**src/rtl/rcpf_pkg.sv**
```systemverilog
// Shared types and sizing constants for the radius-connected point filter.
// No dependencies; imported by the controller, the datapath and the top level.
package rcpf_pkg;

  localparam int MAX_POINTS = 64;
  localparam int COORD_BITS = 16;
  localparam int IDX_W      = $clog2(MAX_POINTS);
  localparam int CNT_W      = $clog2(MAX_POINTS + 1);
  localparam int RES_LIMIT  = 64;
  localparam int RES_W      = $clog2(RES_LIMIT + 1);
  localparam int OUT_IDX_W  = 6;
  localparam int LINK_W     = 34;
  localparam int DIFF_W     = COORD_BITS + 1;
  localparam int SQ_W       = 2 * DIFF_W;
  localparam int SUM_W      = SQ_W + 2;
  localparam int CMP_W      = (SUM_W > LINK_W) ? SUM_W : LINK_W;
  localparam int PT_W       = 3 * COORD_BITS;
  localparam int IN_DATA_W  = ((PT_W + 7) / 8) * 8;
  localparam int OUT_DATA_W = ((OUT_IDX_W + PT_W + 7) / 8) * 8;

  localparam logic REQ_LOAD  = 1'b0;
  localparam logic REQ_START = 1'b1;

  typedef logic [COORD_BITS-1:0] coord_t;

  // x sits in the lowest bits
  typedef struct packed {
    coord_t z;
    coord_t y;
    coord_t x;
  } point_t;

  typedef struct packed {
    logic load;
    logic start;
    logic scan_go;
    logic pop_rd;
    logic fetch;
    logic ref_load;
    logic emit;
    logic emit_none;
  } dp_cmd_t;

  typedef struct packed {
    logic scan_busy;
    logic stack_empty;
    logic out_free;
  } dp_status_t;

endpackage

```
**src/rtl/rcpf_ctrl.sv**
```systemverilog
// Sequencer for the point filter: load, seed gather, then pop/gather/emit loop, or a not-found result.
// Depends on rcpf_pkg for the command and status structs.
module rcpf_ctrl import rcpf_pkg::*; (
  input  logic       clk,
  input  logic       rst,
  input  logic       in_valid,
  output logic       in_ready,
  input  logic       in_kind,
  input  dp_status_t status,
  output dp_cmd_t    cmd
);

  typedef enum logic [2:0] {
    ST_IDLE,
    ST_SEED_SCAN,
    ST_POP,
    ST_FETCH,
    ST_REF,
    ST_SCAN,
    ST_EMIT,
    ST_NONE
  } state_t;

  state_t state, state_next;

  always_ff @(posedge clk) begin
    if (rst) begin
      state <= ST_IDLE;
    end else begin
      state <= state_next;
    end
  end

  assign in_ready = (state == ST_IDLE);

  always_comb begin
    state_next = state;
    cmd        = '0;
    unique case (state)
      ST_IDLE: begin
        if (in_valid) begin
          if (in_kind == REQ_START) begin
            cmd.start   = 1'b1;
            cmd.scan_go = 1'b1;
            state_next  = ST_SEED_SCAN;
          end else begin
            cmd.load = 1'b1;
          end
        end
      end
      ST_SEED_SCAN: begin
        if (!status.scan_busy) begin
          state_next = status.stack_empty ? ST_NONE : ST_POP;
        end
      end
      ST_POP: begin
        cmd.pop_rd = 1'b1;
        state_next = ST_FETCH;
      end
      ST_FETCH: begin
        cmd.fetch  = 1'b1;
        state_next = ST_REF;
      end
      ST_REF: begin
        cmd.ref_load = 1'b1;
        cmd.scan_go  = 1'b1;
        state_next   = ST_SCAN;
      end
      ST_SCAN: begin
        if (!status.scan_busy) begin
          state_next = ST_EMIT;
        end
      end
      ST_EMIT: begin
        // hold until the output register can take the point
        if (status.out_free) begin
          cmd.emit   = 1'b1;
          state_next = status.stack_empty ? ST_IDLE : ST_POP;
        end
      end
      ST_NONE: begin
        if (status.out_free) begin
          cmd.emit_none = 1'b1;
          state_next    = ST_IDLE;
        end
      end
      default: begin
        state_next = ST_IDLE;
      end
    endcase
  end

endmodule

```
**config.mk**
```make
export PLATFORM = sky130hd
export DESIGN_NAME = rcpf_ctrl
export DESIGN_NICKNAME = d
export VERILOG_FILES = /design/src/rtl/rcpf_pkg.sv /design/src/rtl/rcpf_ctrl.sv
export SDC_FILE = /design/constraint.sdc
export NUM_CORES = 1
export LEC_CHECK = 0
export BUFFER_PORTS_ARGS = -buffer_cell sky130_fd_sc_hd__buf_2
export CAP_MARGIN = 40
export CORE_AREA = 2 2 39 41
export CTS_CLUSTER_SIZE = 12
export DETAILED_ROUTE_END_ITERATION = 7
export DIE_AREA = 0 0 41 43
export SYNTH_ARGS = -nofsm -noshare
export SYNTH_HDL_FRONTEND = slang
export SYNTH_SLANG_ARGS = --single-unit
```
**constraint.sdc**
```tcl
create_clock -name clk -period 0.95 [get_ports clk]
set_input_delay 0.19 -clock clk [delete_from_list [all_inputs] [get_ports clk]]
set_output_delay 0.19 -clock clk [all_outputs]
set_load 0.03 [all_outputs]
```
=== Word-level counts from Yosys, hierarchy flattened ===
Cells that the tools add are included.

* Flip-flop bits (word level): 3
* Input port bits: 7
* Output and inout bits: 9
* Word-level logic and storage cells: 36

* Equality and inequality tests: 13
* Mux-type cells: 20
* Reductions and logical operators: 2

{| class="wikitable"
|+ Operator list
! cell !! number
|-
| two-way mux 3 bit || 8
|-
| one-hot mux 3 bit (8 select lines) || 1
|-
| == test 3 bit (second input constant) || 4
|-
| inequality test 2 bit (second input constant) || 5
|-
| two-way mux 1 bit || 7
|-
| == test 3 x 2 -> 1 bit (second input constant) || 2
|-
| two-way mux 2 bit || 3
|-
| AND reduction 6 bit || 1
|-
| == test 3 x 1 -> 1 bit (second input constant) || 1
|-
| zero test 3 bit || 1
|-
| inequality test 2 x 1 -> 1 bit (second input constant) || 1
|-
| one-hot mux 1 bit (2 select lines) || 1
|}

=== Longest topological paths before layout ===
* Depth in word-level cells: 3
* Depth in mapped cells: 4

=== Worst setup path after synthesis ===
No wires, ideal clock.

* Kind: flip-flop to output port
* Start point: register state[1]
* End point: output port cmd[1] (netlist name)
* Arrival time: 1376 ps
* Required time: 760 ps
* Path slack: -616 ps
* Cell stages (with the launch flop): 4
* Buffers on the path: 1
* Path through: dfxtp_1 buf_2 nand2_1 nor3b_1

{| class="wikitable"
|+ RTL lines
! item !! RTL line !! source
|-
| from (decl) || rcpf_ctrl.sv:24 || <nowiki>state_t state, state_next;</nowiki>
|-
| from (signal assigned) || rcpf_ctrl.sv:30 || <nowiki>state <= state_next;</nowiki>
|-
| to (decl) || rcpf_ctrl.sv:10 || <nowiki>output dp_cmd_t cmd</nowiki>
|}

==> flow_metrics.env <==
export IMPL_hold_slack_ns=0.1428
export IMPL_synth_seq_area_share_pct=22.02
export IMPL_dp_cells=75
export IMPL_tns_ns=-3.133
export IMPL_cts_buffers=3
export IMPL_fin_skew_ns=0.003412
export IMPL_gr_usage_all_layers_pct=10.33
export IMPL_avgSynthCellArea_um2=7.577
export IMPL_die_area_um2=1763
export IMPL_synthesis_area_um2=272.8
export IMPL_gp_congestion=0.7595
export IMPL_io_buffers=15
export IMPL_crit_path_top_delay_cell="dfxtp_4"
export IMPL_worst_setup_path_end_kind="output pin"
export IMPL_drive_gt1_share_pct=71.64
export IMPL_num_rows=14
export IMPL_route_detailed_drc=0
export IMPL_p_per_area_nw_per_um2=2588
export IMPL_antenna_found_initial=0
export IMPL_critical_path_max_fanout=8
export IMPL_syn_num_nets=43
export IMPL_chipHeight_um=43
export IMPL_drtIter0Drc=2
export IMPL_worstRegToRegCells=5
export IMPL_max_stage_delay_ns=0.36
export IMPL_fmax_mhz=762.4
export IMPL_cts_path_max_buffers=2
export IMPL_crit_family="simple AND/OR/NAND/NOR gates"
export IMPL_ys_seq_elements=3
export IMPL_failed_checks="negative setup slack"
export IMPL_grt_pass1_vias=309
export IMPL_nets=75
export IMPL_drv_cap=0
export IMPL_hold_viol=0
export IMPL_timing_final_crit_share_pct=138.1
export IMPL_final_area_um2=641.9
export IMPL_htreeDepth=1
export IMPL_path_class="reg2out"
export IMPL_wl_per_cell_um=9.627
export IMPL_gr_total_overflow=0
export IMPL_final_antenna_net_count=0
export IMPL_leakagePower_uw=0.0002876
export IMPL_ioPinCount=16
export IMPL_rsz0062_at_grt="yes"
export IMPL_tightest_slew_ns=0.2338
export IMPL_cts_tree="yes"
export IMPL_finalMaxSlewViolations=0
export IMPL_dp_hpwl_um=593
export IMPL_cts_sinks=3
export IMPL_grt_pass1_wl_um=1200
export IMPL_cp_depth=3
export IMPL_cp_cell_sequence="nor3_4 > and3_2 > buf_6"
export IMPL_start_util_pct=19.71
export IMPL_status="finished, violations left"
export IMPL_first_pass_iters=3
export IMPL_syn_inst=36
export IMPL_required_ns=0.76
export IMPL_setup_viol=12
export IMPL_routed_wl_um=799
export IMPL_reg_largest_list="state: 3 flops"
export IMPL_insertion_delay_ns=0.23
export IMPL_die_x_um=41
export IMPL_path_clk_slew_ns=0.04
export IMPL_hold_path_class="in2reg"
export IMPL_root_buffer="clkbuf_4"
export IMPL_fin_crit_ns=1.312
export IMPL_crit_buf_inv=1
export IMPL_coreArea_um2=1384
export IMPL_diodes=0
export IMPL_n_fill_cell=145
export IMPL_num_vias=364
export IMPL_largest_register="state"
export IMPL_vias_per_cell=4.386
export IMPL_placed_cell_area_um2=496.7
export IMPL_cp_start_kind="flop"
export IMPL_hold_path_depth=2
export IMPL_crit_arrival_ns=1.12
export IMPL_layout_setup_ws_ns=-0.3616
export IMPL_slew_headroom_pct=84.41
export IMPL_largest_reg_flops=3
export IMPL_instances_no_fill=83
export IMPL_grt_max_degree=9
export IMPL_ys_types=17
export IMPL_pre_cts_slack_ns=-0.2043
export IMPL_area_growth_synth_to_final_pct=135.3
export IMPL_ir_worst_vdd_mv=0.9656
export IMPL_ys_warn_count=0
-- layout make-up --
class	instances	area, um^2	area share (%)
clock buffer	4	26.28	4.094
multi-input combinational	30	261.5	40.74
sequential	3	71.32	11.11
tap	16	20.02	3.119
timing repair buffer	30	262.8	40.94
-- what timing repair did --
| item | 4_1_cts | 5_1_grt |
|---|---|---|
| hold buffers | 0 | 0 |
| buffers inserted | 4 | 0 |
| endpoints found under the setup margin | 12 | 12 |
| pin swaps | 7 | 4 |
| resized for setup | 29 | 0 |
-- stage by stage --
step / utilization, % / power, uW
floorplan: - / 866.7
global placement: 35.90 / 1143
detailed placement: 35.90 / 1147
CTS: 46.38 / 1676
global route: 46.38 / 1785
finish: 46.38 / 1661
-- cells in the final DEF (no fill, tap or decap) --
master,instances
nor2b_2,1
dfxtp_4,3
nor3b_1,1
clkbuf_4,3
a21oi_2,1
nor2b_1,2
mux2i_1,1
nor2_1,1
and3b_2,2
and3b_1,1
and3_2,1
o21bai_1,1
buf_4,10
a21oi_1,4
nand2_1,4
clkbuf_1,1
nand2b_1,1
nor3b_4,3
buf_2,6
o21ai_0,1
and4_4,1
o21ai_1,1
nor3_4,2
buf_6,14
a221oi_2,1
-- where the power goes --
group / internal, uW / switching (uW)
Combinational: 649 / 508
Sequential: 189 / 95.5
Clock: 157 / 62.7
-- synth_stat cells --
cell      n  area (um^2)
dfxtp_1   3        60.06
nor2_1    1        3.750
nand2b_1  1        6.260
buf_2     3        15.01
and3b_1   3        26.28
o21bai_1  1        7.510
nand2_1   4        15.01
a221oi_2  1        15.01
nor3_2    1        10.01
nor2b_1   3        18.77
and3_1    1        6.260
o21ai_0   2        10.01
nor3_1    1        5.000
nor3b_1   4        30.03
and4_1    1        8.760
a21oi_1   5        25.02
mux2i_1   1        10.01
-- logic make-up (layout without fill, tap and decap cells) --
kind of cell / Yosys count / count (layout) / share of synthesized area, %
simple gates: 20 / 20 / 47.71
compound gates: 9 / 9 / 21.10
flops: 3 / 3 / 22.02
buf+inv: 3 / 34 / 5.503
mux: 1 / 1 / 3.670
-- path summary, 6_finish.rpt --
check / startpoint / endpoint / slack, ns
min reg2reg: state[2] / state[2] / 0.52
max: state[1] / cmd[6] / -0.36
max reg2reg: state[2] / state[0] / -0.26
min: rst / state[1] / 0.14
-- layer usage --
layer	wire, um	track usage (%)
met2	428	17.19
met4	0	8.000
met3	49	1.571
met5	0	0
met1	321	10.58
No activity file was read; power rests on OpenSTA's default activity.
